$ cat config.mk
export PLATFORM = sky130hd
export DESIGN_NAME = text_console_cursor_blitter_top
export DESIGN_NICKNAME = d
export VERILOG_FILES = /design/src/sv/tcc_pkg.sv /design/src/sv/tcc_cursor.sv /design/src/sv/text_console_cursor_blitter_top.sv
export SDC_FILE = /design/constraint.sdc
export NUM_CORES = 1
export LEC_CHECK = 0
export ABC_CLOCK_PERIOD_IN_PS = 15400
export BUFFER_PORTS_ARGS = -buffer_cell sky130_fd_sc_hd__buf_2
export CAP_MARGIN = 20
export CORE_MARGIN = 10
export CORE_UTILIZATION = 27
export CTS_CLUSTER_DIAMETER = 60
export DETAILED_ROUTE_END_ITERATION = 7
export MAX_ROUTING_LAYER = met4
export PLACE_DENSITY = 0.41
export SLEW_MARGIN = 15
export SYNTH_ARGS = -nofsm -noshare
export SYNTH_HDL_FRONTEND = slang
export SYNTH_HIERARCHICAL = 1
export SYNTH_SLANG_ARGS = --single-unit
$ cat constraint.sdc
create_clock -name clk -period 15.4 [get_ports clk]
set_clock_uncertainty 0.2 [all_clocks]
set_input_delay 1.54 -clock clk [delete_from_list [all_inputs] [get_ports clk]]
set_output_delay 1.54 -clock clk [all_outputs]
set_load 0.05 [all_outputs]
$ cat src/sv/tcc_pkg.sv
`default_nettype none
package tcc_pkg;

  localparam int GLYPH_HEIGHT_DEF = 16;
  localparam int GLYPH_WIDTH      = 8;

  localparam int CHAR_W  = 8;
  localparam int COL_W   = 9;
  localparam int ROW_W   = 8;
  localparam int COLS_W  = 10;
  localparam int ROWS_W  = 9;
  localparam int PITCH_W = 14;
  localparam int FA_W    = 12;
  localparam int FB_W    = 24;
  localparam int IDX_W   = 4;
  localparam int DATA_W  = 14;

  localparam logic [CHAR_W-1:0] CHAR_NEWLINE = 8'd10;
  localparam logic [CHAR_W-1:0] CHAR_TAB     = 8'd9;
  localparam logic [COLS_W-1:0] TAB_STEP     = 10'd8;

  localparam logic [COLS_W-1:0]  COLS_MAX = 10'd512;
  localparam logic [ROWS_W-1:0]  ROWS_MAX = 9'd256;

  localparam logic [COLS_W-1:0]  COLUMNS_RST = 10'd80;
  localparam logic [ROWS_W-1:0]  ROWS_RST    = 9'd25;
  localparam logic [PITCH_W-1:0] PITCH_RST   = 14'd1024;

  typedef enum logic [IDX_W-1:0] {
    REG_ENABLE  = 4'd0,
    REG_COLUMNS = 4'd1,
    REG_ROWS    = 4'd2,
    REG_PITCH   = 4'd3
  } reg_idx_t;

  typedef enum logic {
    KIND_DRAW   = 1'b0,
    KIND_SCROLL = 1'b1
  } kind_t;

  typedef struct packed {
    logic            draw;
    logic            scroll;
    logic [FA_W-1:0] fa_base;
    logic [FB_W-1:0] fb_base;
  } job_t;

endpackage
`default_nettype wire

$ cat src/sv/tcc_cursor.sv
`default_nettype none
module tcc_cursor #(
  parameter int GLYPH_HEIGHT = tcc_pkg::GLYPH_HEIGHT_DEF
) (
  input  wire logic                        clk,
  input  wire logic                        rst,
  input  wire logic                        step,
  input  wire logic [tcc_pkg::CHAR_W-1:0]  char_code,
  input  wire logic [tcc_pkg::COLS_W-1:0]  columns,
  input  wire logic [tcc_pkg::ROWS_W-1:0]  rows,
  input  wire logic [tcc_pkg::PITCH_W-1:0] pitch_words,
  output tcc_pkg::job_t                    job
);

  logic [tcc_pkg::COL_W-1:0]   cursor_col, cursor_col_next;
  logic [tcc_pkg::ROW_W-1:0]   cursor_row, cursor_row_next;
  logic [tcc_pkg::COLS_W-1:0]  eff_cols, col_step;
  logic [tcc_pkg::ROWS_W-1:0]  eff_rows, row_inc;
  logic [tcc_pkg::FA_W-1:0]    row_line;
  logic [tcc_pkg::FA_W+tcc_pkg::PITCH_W-1:0] prod;
  logic                        is_nl, is_tab, wrap, row_over;

  always_comb begin
    eff_cols = (columns == '0) ? tcc_pkg::COLS_W'(1) :
               (columns > tcc_pkg::COLS_MAX) ? tcc_pkg::COLS_MAX : columns;
    eff_rows = (rows == '0) ? tcc_pkg::ROWS_W'(1) :
               (rows > tcc_pkg::ROWS_MAX) ? tcc_pkg::ROWS_MAX : rows;
    is_nl    = (char_code == tcc_pkg::CHAR_NEWLINE);
    is_tab   = (char_code == tcc_pkg::CHAR_TAB);
    col_step = tcc_pkg::COLS_W'(cursor_col) +
               (is_tab ? tcc_pkg::TAB_STEP : tcc_pkg::COLS_W'(1));
    wrap     = is_nl || (col_step >= eff_cols);
    row_inc  = tcc_pkg::ROWS_W'(cursor_row) + tcc_pkg::ROWS_W'(1);
    row_over = row_inc >= eff_rows;

    cursor_col_next = wrap ? '0 : col_step[tcc_pkg::COL_W-1:0];
    cursor_row_next = cursor_row;
    if (wrap) begin
      cursor_row_next = row_over ? tcc_pkg::ROW_W'(eff_rows - tcc_pkg::ROWS_W'(1))
                                 : row_inc[tcc_pkg::ROW_W-1:0];
    end

    row_line = tcc_pkg::FA_W'(cursor_row) * tcc_pkg::FA_W'(GLYPH_HEIGHT);
    prod     = (tcc_pkg::FA_W+tcc_pkg::PITCH_W)'(row_line) *
               (tcc_pkg::FA_W+tcc_pkg::PITCH_W)'(pitch_words);

    job.draw    = !is_nl && !is_tab;
    job.scroll  = wrap && row_over;
    job.fa_base = tcc_pkg::FA_W'(char_code) * tcc_pkg::FA_W'(GLYPH_HEIGHT);
    job.fb_base = prod[tcc_pkg::FB_W-1:0] +
                  tcc_pkg::FB_W'({cursor_col, 3'b000});
  end

  always_ff @(posedge clk) begin
    if (rst) begin
      cursor_col <= '0;
      cursor_row <= '0;
    end else if (step) begin
      cursor_col <= cursor_col_next;
      cursor_row <= cursor_row_next;
    end
  end

endmodule
`default_nettype wire

$ cat src/sv/text_console_cursor_blitter_top.sv
// An input beat loads the emitter, whose results are then registered to the output.
// Throughput: one result per cycle while out_ready holds. A drawn character gives
// GLYPH_HEIGHT results, and every item that scrolls adds one scroll result.
// The next input beat is taken in the cycle the previous item's last result loads.
// Reset (synchronous): cursor to column 0 row 0, registers to their defaults
// (disabled, 80 columns, 25 rows, pitch 1024), no result pending.
`default_nettype none
module text_console_cursor_blitter_top #(
  parameter int GLYPH_HEIGHT = tcc_pkg::GLYPH_HEIGHT_DEF
) (
  input  wire logic                        clk,
  input  wire logic                        rst,
  input  wire logic                        cfg_valid,
  output      logic                        cfg_ready,
  input  wire logic [tcc_pkg::IDX_W-1:0]   cfg_index,
  input  wire logic [tcc_pkg::DATA_W-1:0]  cfg_data,
  input  wire logic                        in_valid,
  output      logic                        in_ready,
  input  wire logic [tcc_pkg::CHAR_W-1:0]  char_code,
  output      logic                        out_valid,
  input  wire logic                        out_ready,
  output      logic                        kind,
  output      logic [tcc_pkg::FA_W-1:0]    font_addr,
  output      logic [tcc_pkg::FB_W-1:0]    fb_offset,
  output      logic                        last
);

  localparam int CNT_W = $clog2(GLYPH_HEIGHT + 1);

  logic                        enable;
  logic [tcc_pkg::COLS_W-1:0]  columns;
  logic [tcc_pkg::ROWS_W-1:0]  rows;
  logic [tcc_pkg::PITCH_W-1:0] pitch_words;

  tcc_pkg::job_t               job;
  logic [CNT_W-1:0]            em_cnt;
  logic                        em_scroll;
  logic [tcc_pkg::FA_W-1:0]    em_fa;
  logic [tcc_pkg::FB_W-1:0]    em_fb;
  logic                        em_busy, em_fire, em_last, in_beat, step, load;

  assign cfg_ready = 1'b1;

  always_ff @(posedge clk) begin
    if (rst) begin
      enable      <= 1'b0;
      columns     <= tcc_pkg::COLUMNS_RST;
      rows        <= tcc_pkg::ROWS_RST;
      pitch_words <= tcc_pkg::PITCH_RST;
    end else if (cfg_valid) begin
      unique case (cfg_index)
        tcc_pkg::REG_ENABLE:  enable      <= cfg_data[0];
        tcc_pkg::REG_COLUMNS: columns     <= cfg_data[tcc_pkg::COLS_W-1:0];
        tcc_pkg::REG_ROWS:    rows        <= cfg_data[tcc_pkg::ROWS_W-1:0];
        tcc_pkg::REG_PITCH:   pitch_words <= cfg_data[tcc_pkg::PITCH_W-1:0];
        default: ;
      endcase
    end
  end

  assign em_busy  = (em_cnt != '0) || em_scroll;
  assign em_fire  = em_busy && (!out_valid || out_ready);
  assign em_last  = (em_cnt == '0) || ((em_cnt == CNT_W'(1)) && !em_scroll);
  assign in_ready = !em_busy || (em_fire && em_last);
  assign in_beat  = in_valid && in_ready;
  assign step     = in_beat && enable;
  assign load     = step && (job.draw || job.scroll);

  tcc_cursor #(
    .GLYPH_HEIGHT(GLYPH_HEIGHT)
  ) u_cursor (
    .clk        (clk),
    .rst        (rst),
    .step       (step),
    .char_code  (char_code),
    .columns    (columns),
    .rows       (rows),
    .pitch_words(pitch_words),
    .job        (job)
  );

  // advance the emitter one result per beat; a new job overrides the finished one
  always_ff @(posedge clk) begin
    if (rst) begin
      em_cnt    <= '0;
      em_scroll <= 1'b0;
    end else if (load) begin
      em_cnt    <= job.draw ? CNT_W'(GLYPH_HEIGHT) : '0;
      em_scroll <= job.scroll;
    end else if (em_fire) begin
      if (em_cnt != '0) begin
        em_cnt <= em_cnt - CNT_W'(1);
      end else begin
        em_scroll <= 1'b0;
      end
    end
  end

  always_ff @(posedge clk) begin
    if (load) begin
      em_fa <= job.fa_base;
      em_fb <= job.fb_base;
    end else if (em_fire && (em_cnt != '0)) begin
      em_fa <= em_fa + tcc_pkg::FA_W'(1);
      em_fb <= em_fb + tcc_pkg::FB_W'(pitch_words);
    end
  end

  always_ff @(posedge clk) begin
    if (rst) begin
      out_valid <= 1'b0;
    end else if (em_fire) begin
      out_valid <= 1'b1;
    end else if (out_ready) begin
      out_valid <= 1'b0;
    end
  end

  always_ff @(posedge clk) begin
    if (em_fire) begin
      if (em_cnt != '0) begin
        kind      <= tcc_pkg::KIND_DRAW;
        font_addr <= em_fa;
        fb_offset <= em_fb;
      end else begin
        kind      <= tcc_pkg::KIND_SCROLL;
        font_addr <= '0;
        fb_offset <= '0;
      end
      last <= em_last;
    end
  end

endmodule
`default_nettype wire

==> flow_summary.json <==
{
  "maxCapViolations": 0,
  "cp.depth": 19,
  "tightest_slew_ns": 0.9507,
  "synth_fa_ha_area_frac": 0.2227,
  "gp_congestion": 0.8243,
  "die_w_um": 224.9,
  "p_per_area_nw_per_um2": 132.7,
  "start_util": 0.2715,
  "power_frac_clock": 0.244,
  "power_switching_mw": 0.6923,
  "ant_nets": 0,
  "wl_um": 28450,
  "grt_setup_unrepaired": "no",
  "grt_overflow": 0,
  "leakage_nw": 5.615,
  "crit_chain": "buf_2, or4b_1, nor3_1, nand2_1, ha_1, ha_1, a31o_2, and3_1, nand3_1, xnor2_1, ha_1, a221o_1, nor3_1, o211a_1, nor2_1, and2_1, o21a_2, buf_4, or2_2",
  "crit_fanout": 75,
  "run_status": "completed",
  "worstReg2RegStart": "u_cursor/cursor_row[6]$_SDFFE_PP0P_",
  "post_cts_buffers": 0,
  "multiInputGateArea_um2": 7232,
  "viasPerCell": 4.583,
  "synth_enable_flop_cells": 74,
  "min_path_type": "flip-flop to flip-flop",
  "min-delay-start": "em_cnt[1]$_SDFFE_PP0P_",
  "hpwlAfterDp_um": 21720,
  "syn_area_per_cell_um2": 9.105,
  "hold_end": "em_cnt[1]$_SDFFE_PP0P_",
  "core.rowCount": 75,
  "grt_pass1_vias": 8749,
  "intPower_mw": 0.9927,
  "yosysMostFrequentCell": "nand2_1",
  "regArea_um2": 3383,
  "worstReg2RegEnd": "em_fb[23]$_DFFE_PP_",
  "nets": 1468,
  "antenna_found_initial": 3,
  "end_kind": "flip-flop",
  "clkTransAtPathRegs_ns": 0.06,
  "synth_xor_area_frac": 0.06325,
  "critPathKind": "input pin to flip-flop",
  "synth_simple_gate_area_frac": 0.2026,
  "max_slew_margin": 0.3634,
  "cts_tree": "done",
  "drtPass1Iterations": 4,
  "die_h_um": 224.9,
  "cp_top_family": "simple AND/OR/NAND/NOR gates",
  "numCtsBuffers": 17,
  "post-route-drc-count": 0,
  "hold_violations": 0,
  "finalCritPeriodShare": 0.4680,
  "critical_path_required_ns": 15.25,
  "synthTopCellsByCount": "129 x nand2_1, 114 x inv_1, 101 x nor2_1",
  "diodes": 0,
  "core_area_um2": 41760,
  "period_minus_slack_ns": 7.207,
  "grt_max_degree": 76,
  "top_level_ports": 72,
  "yosysTopAreaCell": "edfxtp_1",
  "routedWlPerCell_um": 15.54,
  "ys_types": 70,
  "finalMaxSlewViolations": 0,
  "synth_cells": 1245,
  "synth-compound-area-share": 0.1072,
  "insertion_delay_ns": 0.44,
  "placement.io_buffers": 70,
  "cts_hold_buf": 0,
  "ys_warn_count": 6,
  "drive_gt1_frac": 0.1006,
  "synth_top_family_by_area": "adder cells",
  "switching_share": 0.4109,
  "via_count": 8391,
  "critPathSlowestCell": "or2_2",
  "final_area_um2": 12700,
  "dpl_cell_area_um2": 12110,
  "setup_viol_count_final": 0,
  "crit_path_max_incr_delay_ns": 0.86,
  "worst_setup_path_start_kind": "input pin",
  "cp-startpoint": "char_code[2]",
  "synth_area_um2": 11340,
  "grt_usage": 0.1205,
  "cp_common_cell": "ha_1",
  "fp.dieArea_um2": 50580,
  "pwr-share-seq": 0.380,
  "ys_ff_latch": 132,
  "synthArstFlopShare": 0,
  "nFillCells": 4403,
  "clockBufferDepth": 2,
  "post_cts_resized": 0,
  "synth_area_leaders": "edfxtp_1 20%, fa_1 13%, dfxtp_1 10%",
  "synth_seq_area_share": 0.2985,
  "r2r_cells": 20,
  "cts_htree_levels": 4,
  "crit_arrival_ns": 7.06,
  "synthFlopType": "edfxtp_1",
  "ctsRootBufferMaster": "clkbuf_16",
  "combPwrFrac": 0.376,
  "drt_iter0_markers": 407,
  "fmax_mhz": 138.8,
  "cts_sinks": 132,
  "grt_pass1_wl_um": 46840,
  "synth.area.mux_share": 0.03797,
  "fin_setup_tns_ns": 0,
  "r2r_slack_ns": 8.98,
  "ir_drop_mv": 0.07348,
  "crit_buf_inv": 2,
  "area_growth_pct": 12.03,
  "synth_top_area_frac": 0.1960,
  "min_path_cells": 2
}
## cell type report
class                      instances  area share
multi-input combinational        938      0.5695
timing repair buffer              75     0.03054
inverter                         115     0.03399
clock inverter                    13    0.009064
clock buffer                      19     0.03744
tap                              539     0.05310
sequential                       132      0.2664
## sequential cells by signal, summed over array words and instances (netlist names)
signal	cells
columns	10
fb_offset	24
font_addr	12
out_valid	1
em_fb	24
u_cursor/cursor_col	9
kind	1
em_fa	12
pitch_words	14
em_scroll	1
u_cursor/cursor_row	8
em_cnt	5
enable	1
last	1
rows	9
## worst max-delay path by stage
stage / end
6_report: em_fb[20]$_DFFE_PP_
5_1_grt: em_fb[20]$_DFFE_PP_
4_1_cts: em_fb[20]$_DFFE_PP_
3_5_place_dp: em_fb[21]$_DFFE_PP_
3_3_place_gp: em_fb[20]$_DFFE_PP_
2_1_floorplan: em_cnt[4]$_SDFFE_PP0P_
## layer usage
layer,wire length [um],GRT usage,vias up
li1,-,-,4217
met1,13700,0.1485,4041
met2,13470,0.1986,112
met3,943,0.02316,21
met4,324,0.03137,0
met5,0,-,-
## through the flow
step                      instances  power [mW]  utilization  hold slack, ns  setup slack [ns]
after global routing           1831       1.796       0.3041          0.3576             7.678
after floorplan                1251       1.124            -          0.2592             9.272
after detailed placement       1799       1.297       0.2900          0.3070             7.730
after global placement         1799       1.293       0.2900          0.2914             7.778
final                          1831       1.685       0.3041          0.3232             8.193
after CTS                      1831       1.717       0.3041          0.3262             8.183
## logic make-up (layout without fill, tap and decap cells)
family / Yosys count / count (layout)
compound gates: 193 / 193
xor+xnor: 81 / 81
fa+ha+maj: 158 / 158
buf+inv: 181 / 222
flops: 132 / 132
mux: 42 / 42
other cells: 2 / 8
simple gates: 456 / 456
## power groups by stage
stage	sequential, mW	clock (mW)	combinational, mW
floorplan	0.821	0	0.304
finish	0.640	0.411	0.634
CTS	0.642	0.426	0.649
detailed placement	0.649	0	0.647
global placement	0.651	0	0.643
global route	0.657	0.442	0.696
## worst min-delay path: stages (launching register included)
cell and delay [ns]:
dfxtp_1 0.32, nor2_1 0.09, a2111oi_0 0.06
## cell usage in the layout, fill, tap and decap left out, types with 49 or more instances in the layout
master,n
nand2_1,129
nor2_1,101
xnor2_1,49
dfxtp_1,58
edfxtp_1,74
nor2b_1,56
ha_1,85
and2_1,81
o21ai_0,59
buf_2,70
fa_1,73
inv_1,114
Note: power is estimated with default switching activity, not from simulation.
